--- src/sv/dbba_pkg.sv ---
`default_nettype none

package dbba_pkg;

  localparam int unsigned TRK_W          = 6;
  localparam int unsigned SEC_W          = 5;
  localparam int unsigned CNT_W          = 5;
  localparam int unsigned TOT_W          = 10;
  localparam int unsigned CMD_W          = 3;
  localparam int unsigned BIDX_W         = 2;
  localparam int unsigned BYTE_W         = 8;
  localparam int unsigned ST_W           = 2;
  localparam int unsigned PADDR_W        = 3;
  localparam int unsigned PDATA_W        = 32;
  localparam int unsigned MAX_TRACKS_DEF = 40;
  localparam int unsigned BYTES_PER_TRK  = 3;

  localparam logic [TRK_W-1:0]  DIR_TRACK = 6'd18;
  localparam logic [TRK_W-1:0]  TIU_RESET = 6'd35;
  localparam logic [CNT_W-1:0]  SPT_MAX   = 5'd21;
  localparam logic [BIDX_W-1:0] LAST_BYTE = 2'd2;
  localparam logic [BIDX_W-1:0] BAD_BYTE  = 2'd3;
  localparam logic [0:0]        REG_TIU   = 1'b0;

  typedef enum logic [CMD_W-1:0] {
    CMD_LOAD       = 3'd0,
    CMD_ALLOC_DATA = 3'd1,
    CMD_ALLOC_DIR  = 3'd2,
    CMD_FREE       = 3'd3,
    CMD_QUERY      = 3'd4
  } cmd_e;

  typedef enum logic [ST_W-1:0] {
    ST_OK           = 2'd0,
    ST_NO_FREE      = 2'd1,
    ST_BAD_ADDR     = 2'd2,
    ST_ALREADY_FREE = 2'd3
  } status_e;

  function automatic logic [CNT_W-1:0] zone_sectors(input logic [TRK_W-1:0] t);
    logic [CNT_W-1:0] n;
    if (t <= 6'd17) begin
      n = 5'd21;
    end else if (t <= 6'd24) begin
      n = 5'd19;
    end else if (t <= 6'd30) begin
      n = 5'd18;
    end else begin
      n = 5'd17;
    end
    return n;
  endfunction

  // bits of one bitmap byte that map to real sectors of the track
  function automatic logic [BYTE_W-1:0] zone_mask(input logic [TRK_W-1:0] t,
                                                  input logic [BIDX_W-1:0] b);
    logic [BYTE_W-1:0] m;
    if (b == BAD_BYTE) begin
      m = 8'h00;
    end else if (b == LAST_BYTE) begin
      case (zone_sectors(t))
        5'd21:   m = 8'h1F;
        5'd19:   m = 8'h07;
        5'd18:   m = 8'h03;
        default: m = 8'h01;
      endcase
    end else begin
      m = 8'hFF;
    end
    return m;
  endfunction

  function automatic logic [3:0] popcnt8(input logic [BYTE_W-1:0] x);
    logic [3:0] n;
    n = 4'd0;
    for (int i = 0; i < BYTE_W; i++) begin
      n = n + {3'd0, x[i]};
    end
    return n;
  endfunction

  function automatic logic [2:0] low_bit(input logic [BYTE_W-1:0] x);
    logic [2:0] idx;
    idx = 3'd0;
    for (int i = BYTE_W - 1; i >= 0; i--) begin
      if (x[i]) begin
        idx = 3'(i);
      end
    end
    return idx;
  endfunction

endpackage

`default_nettype wire

--- src/sv/dbba_ram.sv ---
`default_nettype none

module dbba_ram #(
  parameter int unsigned WIDTH = dbba_pkg::BYTE_W,
  parameter int unsigned DEPTH = dbba_pkg::BYTES_PER_TRK * dbba_pkg::MAX_TRACKS_DEF
) (
  input  logic                     clk_i,
  input  logic                     we_i,
  input  logic [$clog2(DEPTH)-1:0] waddr_i,
  input  logic [WIDTH-1:0]         wdata_i,
  input  logic                     re_i,
  input  logic [$clog2(DEPTH)-1:0] raddr_i,
  output logic [WIDTH-1:0]         rdata_o
);

  logic [WIDTH-1:0] mem_q [DEPTH];
  logic [WIDTH-1:0] rdata_q;

  always_ff @(posedge clk_i) begin
    if (we_i) begin
      mem_q[waddr_i] <= wdata_i;
    end
    if (re_i) begin
      rdata_q <= mem_q[raddr_i];
    end
  end

  assign rdata_o = rdata_q;

endmodule

`default_nettype wire

--- src/sv/disk_bam_block_allocator_top.sv ---
`default_nettype none

// Channel  Direction  Handshake                    Beat
// in       to block   in_valid_i / in_stall_o      command, track, sector, byte index, byte
// out      from block out_valid_o / out_stall_i    status, track, sector, free, counts
// config   to block   psel/penable/pwrite/pready   tracks_in_use at byte address 0
//
// One bitmap byte is read per cycle from the map RAM; a track takes three reads.
// Load, free and query read the three bytes of one track; a failed check goes straight to the result.
// Data allocation scans from track 1 up, skipping the directory track, until a track has a free sector.
// A config write taken while idle, with no beat accepted, recounts the total over the tracks in use.
// Reset marks every map byte unwritten, so all sectors read as used; no clearing pass.
// An item is taken only when the sequencer is idle; the result register frees the input side.

module disk_bam_block_allocator_top #(
  parameter int unsigned MAX_TRACKS = dbba_pkg::MAX_TRACKS_DEF
) (
  input  logic                           clk_i,
  input  logic                           rst_ni,
  input  logic                           in_valid_i,
  output logic                           in_stall_o,
  input  logic [dbba_pkg::CMD_W-1:0]     command_i,
  input  logic [dbba_pkg::TRK_W-1:0]     track_i,
  input  logic [dbba_pkg::SEC_W-1:0]     sector_i,
  input  logic [dbba_pkg::BIDX_W-1:0]    byte_index_i,
  input  logic [dbba_pkg::BYTE_W-1:0]    bitmap_byte_i,
  output logic                           out_valid_o,
  input  logic                           out_stall_i,
  output logic [dbba_pkg::ST_W-1:0]      status_o,
  output logic [dbba_pkg::TRK_W-1:0]     out_track_o,
  output logic [dbba_pkg::SEC_W-1:0]     out_sector_o,
  output logic                           sector_is_free_o,
  output logic [dbba_pkg::CNT_W-1:0]     track_free_count_o,
  output logic [dbba_pkg::TOT_W-1:0]     total_free_o,
  input  logic                           psel,
  input  logic                           penable,
  input  logic                           pwrite,
  input  logic [dbba_pkg::PADDR_W-1:0]   paddr,
  input  logic [dbba_pkg::PDATA_W-1:0]   pwdata,
  output logic [dbba_pkg::PDATA_W-1:0]   prdata,
  output logic                           pready
);

  import dbba_pkg::*;

  localparam int unsigned DEPTH = BYTES_PER_TRK * MAX_TRACKS;
  localparam int unsigned AW    = $clog2(DEPTH);
  localparam logic [TRK_W-1:0] MAX_T = TRK_W'(MAX_TRACKS);

  typedef enum logic [1:0] {S_IDLE, S_SCAN, S_FIN} state_e;

  function automatic logic [AW-1:0] trk_base(input logic [TRK_W-1:0] t);
    logic [TRK_W-1:0] tm1;
    logic [TRK_W+1:0] b3;
    tm1 = t - 6'd1;
    b3  = {1'b0, tm1, 1'b0} + {2'b00, tm1};
    return AW'(b3);
  endfunction

  state_e            state_q;
  logic [TRK_W-1:0]  tiu_q;
  logic [TOT_W-1:0]  total_q, sum_q;
  logic              tot_q, multi_q, iss_q, err_q;
  logic [TRK_W-1:0]  t_q, ptrk_q, trk_q;
  logic [BIDX_W-1:0] b_q, pb_q, fb_q, bidx_q;
  logic [AW-1:0]     addr_q;
  logic              pv_q, plast_q, found_q, rvld_q;
  logic [CNT_W-1:0]  cnt_q;
  logic [BYTE_W-1:0] fdat_q, tdat_q, bval_q;
  logic [2:0]        fbit_q;
  logic [CMD_W-1:0]  cmd_q;
  logic [SEC_W-1:0]  sec_q;
  logic [DEPTH-1:0]  vld_q;

  logic              ov_q, ofr_q;
  logic [ST_W-1:0]   ost_q;
  logic [TRK_W-1:0]  otrk_q;
  logic [SEC_W-1:0]  osec_q;
  logic [CNT_W-1:0]  ocnt_q;

  logic [TRK_W-1:0]  lim, new_lim, t1, nt, st_trk;
  logic              last_iss, in_acc, cfg_wr, trk_ok, addr_ok, in_go, in_err;
  logic [BYTE_W-1:0] rdata, rbyte, zm, smask, xs;
  logic [CNT_W-1:0]  c_full;
  logic              found_now;
  logic [BIDX_W-1:0] tgt_b;
  logic              re, we, fin_go, scan_done;
  logic [AW-1:0]     waddr;

  logic [ST_W-1:0]   res_st;
  logic [TRK_W-1:0]  res_trk, wtrk;
  logic [SEC_W-1:0]  res_sec;
  logic              res_fr, res_we, tbit;
  logic [CNT_W-1:0]  res_cnt, newc;
  logic [TOT_W-1:0]  res_tot;
  logic [BYTE_W-1:0] wdata, tzm;
  logic [BIDX_W-1:0] wb;

  assign lim     = (tiu_q > MAX_T) ? MAX_T : tiu_q;
  assign new_lim = (pwdata[TRK_W-1:0] > MAX_T) ? MAX_T : pwdata[TRK_W-1:0];

  assign in_stall_o = (state_q != S_IDLE);
  assign in_acc     = in_valid_i && !in_stall_o;
  assign pready     = 1'b1;
  assign cfg_wr     = psel && penable && pwrite && (paddr[2] == REG_TIU);
  assign prdata     = (paddr[2] == REG_TIU) ? {{(PDATA_W-TRK_W){1'b0}}, tiu_q} : '0;

  assign trk_ok  = (track_i >= 6'd1) && (track_i <= lim);
  assign addr_ok = trk_ok && (sector_i < zone_sectors(track_i));

  always_comb begin
    in_go  = 1'b0;
    in_err = 1'b1;
    st_trk = track_i;
    case (command_i)
      CMD_LOAD: begin
        in_go  = trk_ok && (byte_index_i != BAD_BYTE);
        in_err = !in_go;
      end
      CMD_ALLOC_DATA: begin
        in_go  = (lim != '0);
        in_err = 1'b0;
        st_trk = 6'd1;
      end
      CMD_ALLOC_DIR: begin
        in_go  = (lim >= DIR_TRACK);
        in_err = 1'b0;
        st_trk = DIR_TRACK;
      end
      CMD_FREE: begin
        in_go  = addr_ok && (track_i != DIR_TRACK);
        in_err = !in_go;
      end
      CMD_QUERY: begin
        in_go  = addr_ok;
        in_err = !in_go;
      end
      default: begin
        in_go  = 1'b0;
        in_err = 1'b1;
      end
    endcase
  end

  // issue side: next track, skipping the directory track on multi-track sweeps
  assign t1       = t_q + 6'd1;
  assign nt       = (multi_q && (t1 == DIR_TRACK)) ? t_q + 6'd2 : t1;
  assign last_iss = (b_q == LAST_BYTE) && (!multi_q || (nt > lim));
  assign re       = (state_q == S_SCAN) && iss_q;

  // process side: one byte per cycle, handled in the cycle after its read
  assign rbyte     = rvld_q ? rdata : 8'h00;
  assign zm        = zone_mask(ptrk_q, pb_q);
  assign smask     = ((cmd_q == CMD_ALLOC_DIR) && (pb_q == 2'd0)) ? 8'hFC : 8'hFF;
  assign xs        = rbyte & zm & smask;
  assign c_full    = cnt_q + CNT_W'(popcnt8(rbyte & zm));
  assign found_now = found_q || (xs != 8'h00);
  assign tgt_b     = (cmd_q == CMD_LOAD) ? bidx_q : sec_q[4:3];
  assign scan_done = pv_q && (pb_q == LAST_BYTE) &&
                     (plast_q || (!tot_q && multi_q && found_now));

  assign tzm  = zone_mask(trk_q, tgt_b);
  assign tbit = tdat_q[sec_q[2:0]];
  assign newc = cnt_q - CNT_W'(popcnt8(tdat_q & tzm)) + CNT_W'(popcnt8(bval_q & tzm));

  always_comb begin
    res_st  = ST_BAD_ADDR;
    res_trk = '0;
    res_sec = '0;
    res_fr  = 1'b0;
    res_cnt = '0;
    res_we  = 1'b0;
    res_tot = total_q;
    wdata   = bval_q;
    wtrk    = trk_q;
    wb      = tgt_b;
    if (!err_q) begin
      case (cmd_q)
        CMD_LOAD: begin
          res_st  = ST_OK;
          res_trk = trk_q;
          res_cnt = newc;
          res_we  = 1'b1;
          if (trk_q != DIR_TRACK) begin
            res_tot = total_q - TOT_W'(cnt_q) + TOT_W'(newc);
          end
        end
        CMD_ALLOC_DATA, CMD_ALLOC_DIR: begin
          if (found_q) begin
            res_st  = ST_OK;
            res_trk = ptrk_q;
            res_sec = {fb_q, fbit_q};
            res_cnt = cnt_q - 5'd1;
            res_we  = 1'b1;
            wdata   = fdat_q & ~(8'h01 << fbit_q);
            wtrk    = ptrk_q;
            wb      = fb_q;
            if (ptrk_q != DIR_TRACK) begin
              res_tot = total_q - 10'd1;
            end
          end else begin
            res_st = ST_NO_FREE;
          end
        end
        CMD_FREE: begin
          res_trk = trk_q;
          res_sec = sec_q;
          res_fr  = 1'b1;
          if (tbit) begin
            res_st  = ST_ALREADY_FREE;
            res_cnt = cnt_q;
          end else begin
            res_st  = ST_OK;
            res_cnt = cnt_q + 5'd1;
            res_we  = 1'b1;
            wdata   = tdat_q | (8'h01 << sec_q[2:0]);
            res_tot = total_q + 10'd1;
          end
        end
        CMD_QUERY: begin
          res_st  = ST_OK;
          res_trk = trk_q;
          res_sec = sec_q;
          res_fr  = tbit;
          res_cnt = cnt_q;
        end
        default: begin
          res_st = ST_BAD_ADDR;
        end
      endcase
    end
  end

  assign fin_go = (state_q == S_FIN) && (!ov_q || !out_stall_i);
  assign we     = fin_go && res_we;
  assign waddr  = trk_base(wtrk) + AW'(wb);

  dbba_ram #(
    .WIDTH (BYTE_W),
    .DEPTH (DEPTH)
  ) u_map (
    .clk_i   (clk_i),
    .we_i    (we),
    .waddr_i (waddr),
    .wdata_i (wdata),
    .re_i    (re),
    .raddr_i (addr_q),
    .rdata_o (rdata)
  );

  always_ff @(posedge clk_i or negedge rst_ni) begin
    if (!rst_ni) begin
      state_q <= S_IDLE;
      tiu_q   <= TIU_RESET;
      total_q <= '0;
      sum_q   <= '0;
      tot_q   <= 1'b0;
      multi_q <= 1'b0;
      iss_q   <= 1'b0;
      err_q   <= 1'b0;
      t_q     <= '0;
      ptrk_q  <= '0;
      trk_q   <= '0;
      b_q     <= '0;
      pb_q    <= '0;
      fb_q    <= '0;
      bidx_q  <= '0;
      addr_q  <= '0;
      pv_q    <= 1'b0;
      plast_q <= 1'b0;
      found_q <= 1'b0;
      rvld_q  <= 1'b0;
      cnt_q   <= '0;
      fdat_q  <= '0;
      tdat_q  <= '0;
      bval_q  <= '0;
      fbit_q  <= '0;
      cmd_q   <= '0;
      sec_q   <= '0;
      vld_q   <= '0;
      ov_q    <= 1'b0;
      ofr_q   <= 1'b0;
      ost_q   <= '0;
      otrk_q  <= '0;
      osec_q  <= '0;
      ocnt_q  <= '0;
    end else begin
      if (fin_go) begin
        ov_q <= 1'b1;
      end else if (ov_q && !out_stall_i) begin
        ov_q <= 1'b0;
      end
      if (cfg_wr) begin
        tiu_q <= pwdata[TRK_W-1:0];
      end
      if (re) begin
        rvld_q <= vld_q[addr_q];
      end
      case (state_q)
        S_IDLE: begin
          if (in_acc) begin
            cmd_q   <= command_i;
            trk_q   <= track_i;
            sec_q   <= sector_i;
            bidx_q  <= byte_index_i;
            bval_q  <= bitmap_byte_i;
            err_q   <= in_err;
            tot_q   <= 1'b0;
            multi_q <= (command_i == CMD_ALLOC_DATA);
            found_q <= 1'b0;
            cnt_q   <= '0;
            pv_q    <= 1'b0;
            b_q     <= '0;
            t_q     <= st_trk;
            addr_q  <= trk_base(st_trk);
            iss_q   <= in_go;
            state_q <= in_go ? S_SCAN : S_FIN;
          end else if (cfg_wr) begin
            if (new_lim == '0) begin
              total_q <= '0;
            end else begin
              tot_q   <= 1'b1;
              multi_q <= 1'b1;
              found_q <= 1'b0;
              cnt_q   <= '0;
              sum_q   <= '0;
              pv_q    <= 1'b0;
              b_q     <= '0;
              t_q     <= 6'd1;
              addr_q  <= '0;
              iss_q   <= 1'b1;
              state_q <= S_SCAN;
            end
          end
        end
        S_SCAN: begin
          pv_q <= iss_q && !scan_done;
          if (scan_done || (iss_q && last_iss)) begin
            iss_q <= 1'b0;
          end
          if (iss_q && !scan_done) begin
            pb_q    <= b_q;
            ptrk_q  <= t_q;
            plast_q <= last_iss;
            if (b_q == LAST_BYTE) begin
              b_q    <= '0;
              t_q    <= nt;
              addr_q <= (nt != t1) ? addr_q + AW'(4) : addr_q + AW'(1);
            end else begin
              b_q    <= b_q + 2'd1;
              addr_q <= addr_q + AW'(1);
            end
          end
          if (pv_q) begin
            if (!found_q && (xs != 8'h00)) begin
              found_q <= 1'b1;
              fb_q    <= pb_q;
              fdat_q  <= rbyte;
              fbit_q  <= low_bit(xs);
            end
            if (pb_q == tgt_b) begin
              tdat_q <= rbyte;
            end
            if (pb_q == LAST_BYTE) begin
              if (tot_q) begin
                sum_q <= sum_q + TOT_W'(c_full);
                cnt_q <= '0;
                if (plast_q) begin
                  total_q <= sum_q + TOT_W'(c_full);
                  state_q <= S_IDLE;
                end
              end else if (plast_q || (multi_q && found_now)) begin
                cnt_q   <= c_full;
                state_q <= S_FIN;
              end else begin
                cnt_q <= '0;
              end
            end else begin
              cnt_q <= c_full;
            end
          end
        end
        S_FIN: begin
          if (fin_go) begin
            ost_q   <= res_st;
            otrk_q  <= res_trk;
            osec_q  <= res_sec;
            ofr_q   <= res_fr;
            ocnt_q  <= res_cnt;
            total_q <= res_tot;
            if (res_we) begin
              vld_q[waddr] <= 1'b1;
            end
            state_q <= S_IDLE;
          end
        end
        default: begin
          state_q <= S_IDLE;
        end
      endcase
    end
  end

  assign out_valid_o        = ov_q;
  assign status_o           = ost_q;
  assign out_track_o        = otrk_q;
  assign out_sector_o       = osec_q;
  assign sector_is_free_o   = ofr_q;
  assign track_free_count_o = ocnt_q;
  assign total_free_o       = total_q;

  // running track count never exceeds the largest zone
  a_cnt_range: assert property (@(posedge clk_i) disable iff (!rst_ni)
    cnt_q <= SPT_MAX)
    else $error("track count out of range");

  // an allocation only ever clears a bit that was free
  a_alloc_bit: assert property (@(posedge clk_i) disable iff (!rst_ni)
    ((state_q == S_FIN) && !err_q && found_q &&
     ((cmd_q == CMD_ALLOC_DATA) || (cmd_q == CMD_ALLOC_DIR))) |-> fdat_q[fbit_q])
    else $error("allocated sector was not free");

  // an accepted beat always leaves the sequencer busy
  a_busy: assert property (@(posedge clk_i) disable iff (!rst_ni)
    in_acc |=> (state_q != S_IDLE))
    else $error("accepted beat dropped");

endmodule

`default_nettype wire
--- config.mk ---
export PLATFORM = sky130hd
export DESIGN_NAME = disk_bam_block_allocator_top
export DESIGN_NICKNAME = d
export VERILOG_FILES = /design/src/sv/dbba_pkg.sv /design/src/sv/dbba_ram.sv /design/src/sv/disk_bam_block_allocator_top.sv
export SDC_FILE = /design/constraint.sdc
export NUM_CORES = 2
export LEC_CHECK = 0
export ABC_AREA = 1
export BUFFER_PORTS_ARGS = -buffer_cell sky130_fd_sc_hd__buf_2
export CORE_ASPECT_RATIO = 1.5
export CORE_MARGIN = 2
export CORE_UTILIZATION = 55
export DETAILED_ROUTE_END_ITERATION = 10
export PLACE_DENSITY = 0.74
export SKIP_LAST_GASP = 1
export SLEW_MARGIN = 20
export SYNTH_ARGS = -nofsm -noshare
export SYNTH_HDL_FRONTEND = slang
export SYNTH_SLANG_ARGS = --single-unit
export TNS_END_PERCENT = 10
--- constraint.sdc ---
create_clock -name clk_i -period 16.3 [get_ports clk_i]
set_input_delay 1.63 -clock clk_i [delete_from_list [all_inputs] [get_ports clk_i]]
set_output_delay 1.63 -clock clk_i [all_outputs]
set_load 0.05 [all_outputs]
==> summary.md <==
| Metric | Value |
|---|---|
| Worst-path clk slew | 0.07 ns |
| DRT Pass-1 Iters | 7 |
| Hold Startpoint | vld_q[92] |
| CTS resizes | 0 |
| Hold endpoint | vld_q[92] |
| Die height | 388 um |
| Worst path max stage delay | 0.91 ns |
| Reg-to-reg setup timing slack | 7.74 ns |
| Core area | 97200 um2 |
| RR Startpoint | cmd_q[1] |
| IO Pins | 130 |
| Worst rel slew slack | 23.6% |
| Clock Tree Root | clkbuf_16 |
| CTS buffer count | 105 |
| First-pass GRT wire length | about 210000 um |
| Vias in the first global route | 36800 |
| Top FF cell, synth | edfxtp_1 |
| Via count | 37600 |
| Clk_lat worst skew | around 0.73 ns |
| Area growth, synth to finish | 8.52% |
| Actual slew at the worst max-slew pin | 1.14 ns |
| Post-synth EDFFs | 968 |
| Status | completed |
| Gpl congestion | 1.00 |
| Final ANT Viol Nets | 0 |
| Fraction of registers with async set/reset | 20.5% |
| Sink Count | 1217 |
| # Max-Cap Violations | 0 |
| Clock buffer depth | 3 |
| Worst path most repeated cell | fa_1 |
| TNS Setup | 0 ns |
| WS Path Type | reg -> reg |
| Routed WL per cell | 23.3 um |
| Nets | 4900 |
| Initial antenna violation count | 1 |
| RSZ-0062 raised after global routing | false |
| Synth Cell Area | 53900 um2 |
| Worst Path Arrival | 9.14 ns |
| IO Port Bufs | 74 |
| Yosys warns | 0 |
| Via density | 6.16 |
| Hold Buf Count CTS | 0 |
| Syn Area/Cell | between 10 and 15 um2 |
| Type of origin of the critical path | register |
| Initial Util | 55.5% |
| FF+latch count, synth | 1217 |
| Final setup fails | 0 |
| Pin count of the biggest net entering global routing | approximately 180 |
| GR Overflow Total | 0 |
| Hpwl dp | 86200 um |
| Crit-path slowest cell | xnor2_1 |
| Critical path endpoint category | register |
| Minimum clock period | between 8 and 9 ns |
| Post-synth cell types | 64 |
| Total Routing Usage GR | roughly 28% |
| # H-tree levels | 3 |
| Hold Violations, Final | 0 |
| Row count | 140 |
| Fin crit share | between 50% and 60% |
| CP Data Required Time | about 17 ns |
| Final WL | approximately 140000 um |
| Slew Limit Fails | 0 |
| Iter 0 DRT Violations | 4250 |
| Die width | between 200 and 300 um |
| CTS tree | done |
| Min-Delay Path Depth | 2 |
| Reg2Reg Depth | 31 |
| Clk_skew | between 0.03 and 0.04 ns |
| Hold Crit Class | reg -> reg |
| Share of layout cells above drive strength 1 | 7.50% |
| Crit path from | cmd_q[1] |
| Die Footprint | 101000 um2 |
| Mapped Cells | about 4800 |
| Reg-to-reg endpoint | total_free_o[6] |
| Post-CTS setup buffer count | 0 |
| Maximum clock rate | 117 MHz |
| Seq/Total Area, Yosys | 65.4% |
| CP Max Fanout | 14 |
| DRC | 0 |
placed cells by master (no fill, tap or decap), types with 14 or more instances in the layout:
master / instances
edfxtp_1: 968
nor2_1: 693
o21ai_0: 672
nand2_1: 540
inv_1: 245
dfrtp_1: 242
o22ai_1: 164
nand3_1: 156
a21oi_1: 122
clkbuf_16: 108
o221ai_1: 98
o21bai_1: 87
ha_1: 76
buf_2: 73
mux2i_1: 52
buf_4: 45
o211ai_1: 44
o21ai_1: 39
xor2_1: 33
fa_1: 27
conb_1: 27
clkinv_1: 26
nand4_1: 25
clkinv_2: 23
nor3_1: 21
nand2_2: 17
clkbuf_1: 14
how the worst max path moves through the flow:
stage | to | cells after the start
6_report | total_free_o[6] | 31
5_1_grt | total_free_o[6] | 31
4_1_cts | total_free_o[6] | 31
3_5_place_dp | total_free_o[6] | 31
3_3_place_gp | total_free_o[6] | 31
2_1_floorplan | total_free_o[7] | 33
critical path: cells and delay by family, from the launching register on:
family	cells	cell delay [ns]
flip-flops	1	0.44
XOR/XNOR	2	1.09
buffers and inverters	6	0.60
AO/OA/AOI/OAI	6	1.37
adder cells (fa/ha/maj)	9	3.86
AND/OR/NAND/NOR	8	1.04
flip-flops by register name (all words and copies together), names as in the netlist, 8 cells and up:
name           flops
bval_q             8
fdat_q             8
sum_q             10
tdat_q             8
total_free_o      10
u_map.mem_q      960
u_map.rdata_o      8
vld_q            120
cell usage after synthesis, types with 8 or more instances:
master,count,area share (%)
xnor2_1,13,0.21
ha_1,76,1.8
inv_2,13,0.090
nor3_1,21,0.19
o21ai_0,672,6.2
edfxtp_1,968,54
a22o_1,11,0.18
buf_4,31,0.43
dfrtp_1,246,11
fa_1,27,1.0
a31oi_1,13,0.15
buf_2,96,0.89
inv_1,247,1.7
nand4_1,25,0.29
nand2_1,552,3.8
buf_1,24,0.17
nor2_1,693,4.8
o211ai_1,44,0.61
nand2_2,13,0.15
o31ai_1,9,0.13
nor2_4,8,0.17
o22ai_1,164,1.9
clkbuf_1,159,1.1
o21ai_1,39,0.36
xor2_1,33,0.54
o221ai_1,98,1.6
a21oi_1,122,1.1
mux2i_1,52,0.96
o21bai_1,87,1.2
nand3_1,156,1.4
a32o_1,10,0.19
metal layers:
layer | up-vias | track usage (%) | wire length [um]
met5 | - | 0 | 0
met3 | 390 | 3.81 | 10000
met1 | 18400 | 33.1 | 50900
li1 | 17000 | - | -
met4 | 0 | 16.8 | 8810
met2 | 1751 | 48.7 | 72500
area by class of cell:
type	instances	area, um2
multi-input combinational	3021	16300
sequential	1217	35300
antenna	1	2.50
clock inverter	69	641
fill	7632	38700
tap	1278	1600
clock buffer	131	2870
timing repair buffer	122	769
inverter	264	1010
through the flow:
step	util, %	hold WS (ns)	cell area (um2)	instances	worst slack [ns]
global route	60.2	0.477	58500	6102	7.45
global placement	56.6	0.438	55000	5902	8.07
detailed placement	56.6	0.445	55000	5902	8.09
floorplan	-	0.424	54000	4818	9.81
finish	60.2	0.460	58500	6103	7.74
CTS	60.2	0.462	58500	6102	8.04
logic make-up (layout without fill, tap and decap cells):
group	count (synthesis)	in the layout	share of synthesized area (%)
multiplexers	52	52	0.965
AND/OR/NAND/NOR	1490	1490	11.3
other	2	28	0.0139
flip-flops	1217	1217	65.4
AO/OA/AOI/OAI	1302	1302	14.2
buffers and inverters	580	586	4.56
XOR/XNOR	47	47	0.777
adder cells (fa/ha/maj)	103	103	2.76
Power is not shown: default switching activity piles up to over one toggle a cycle in this logic, so the estimate is an artifact.
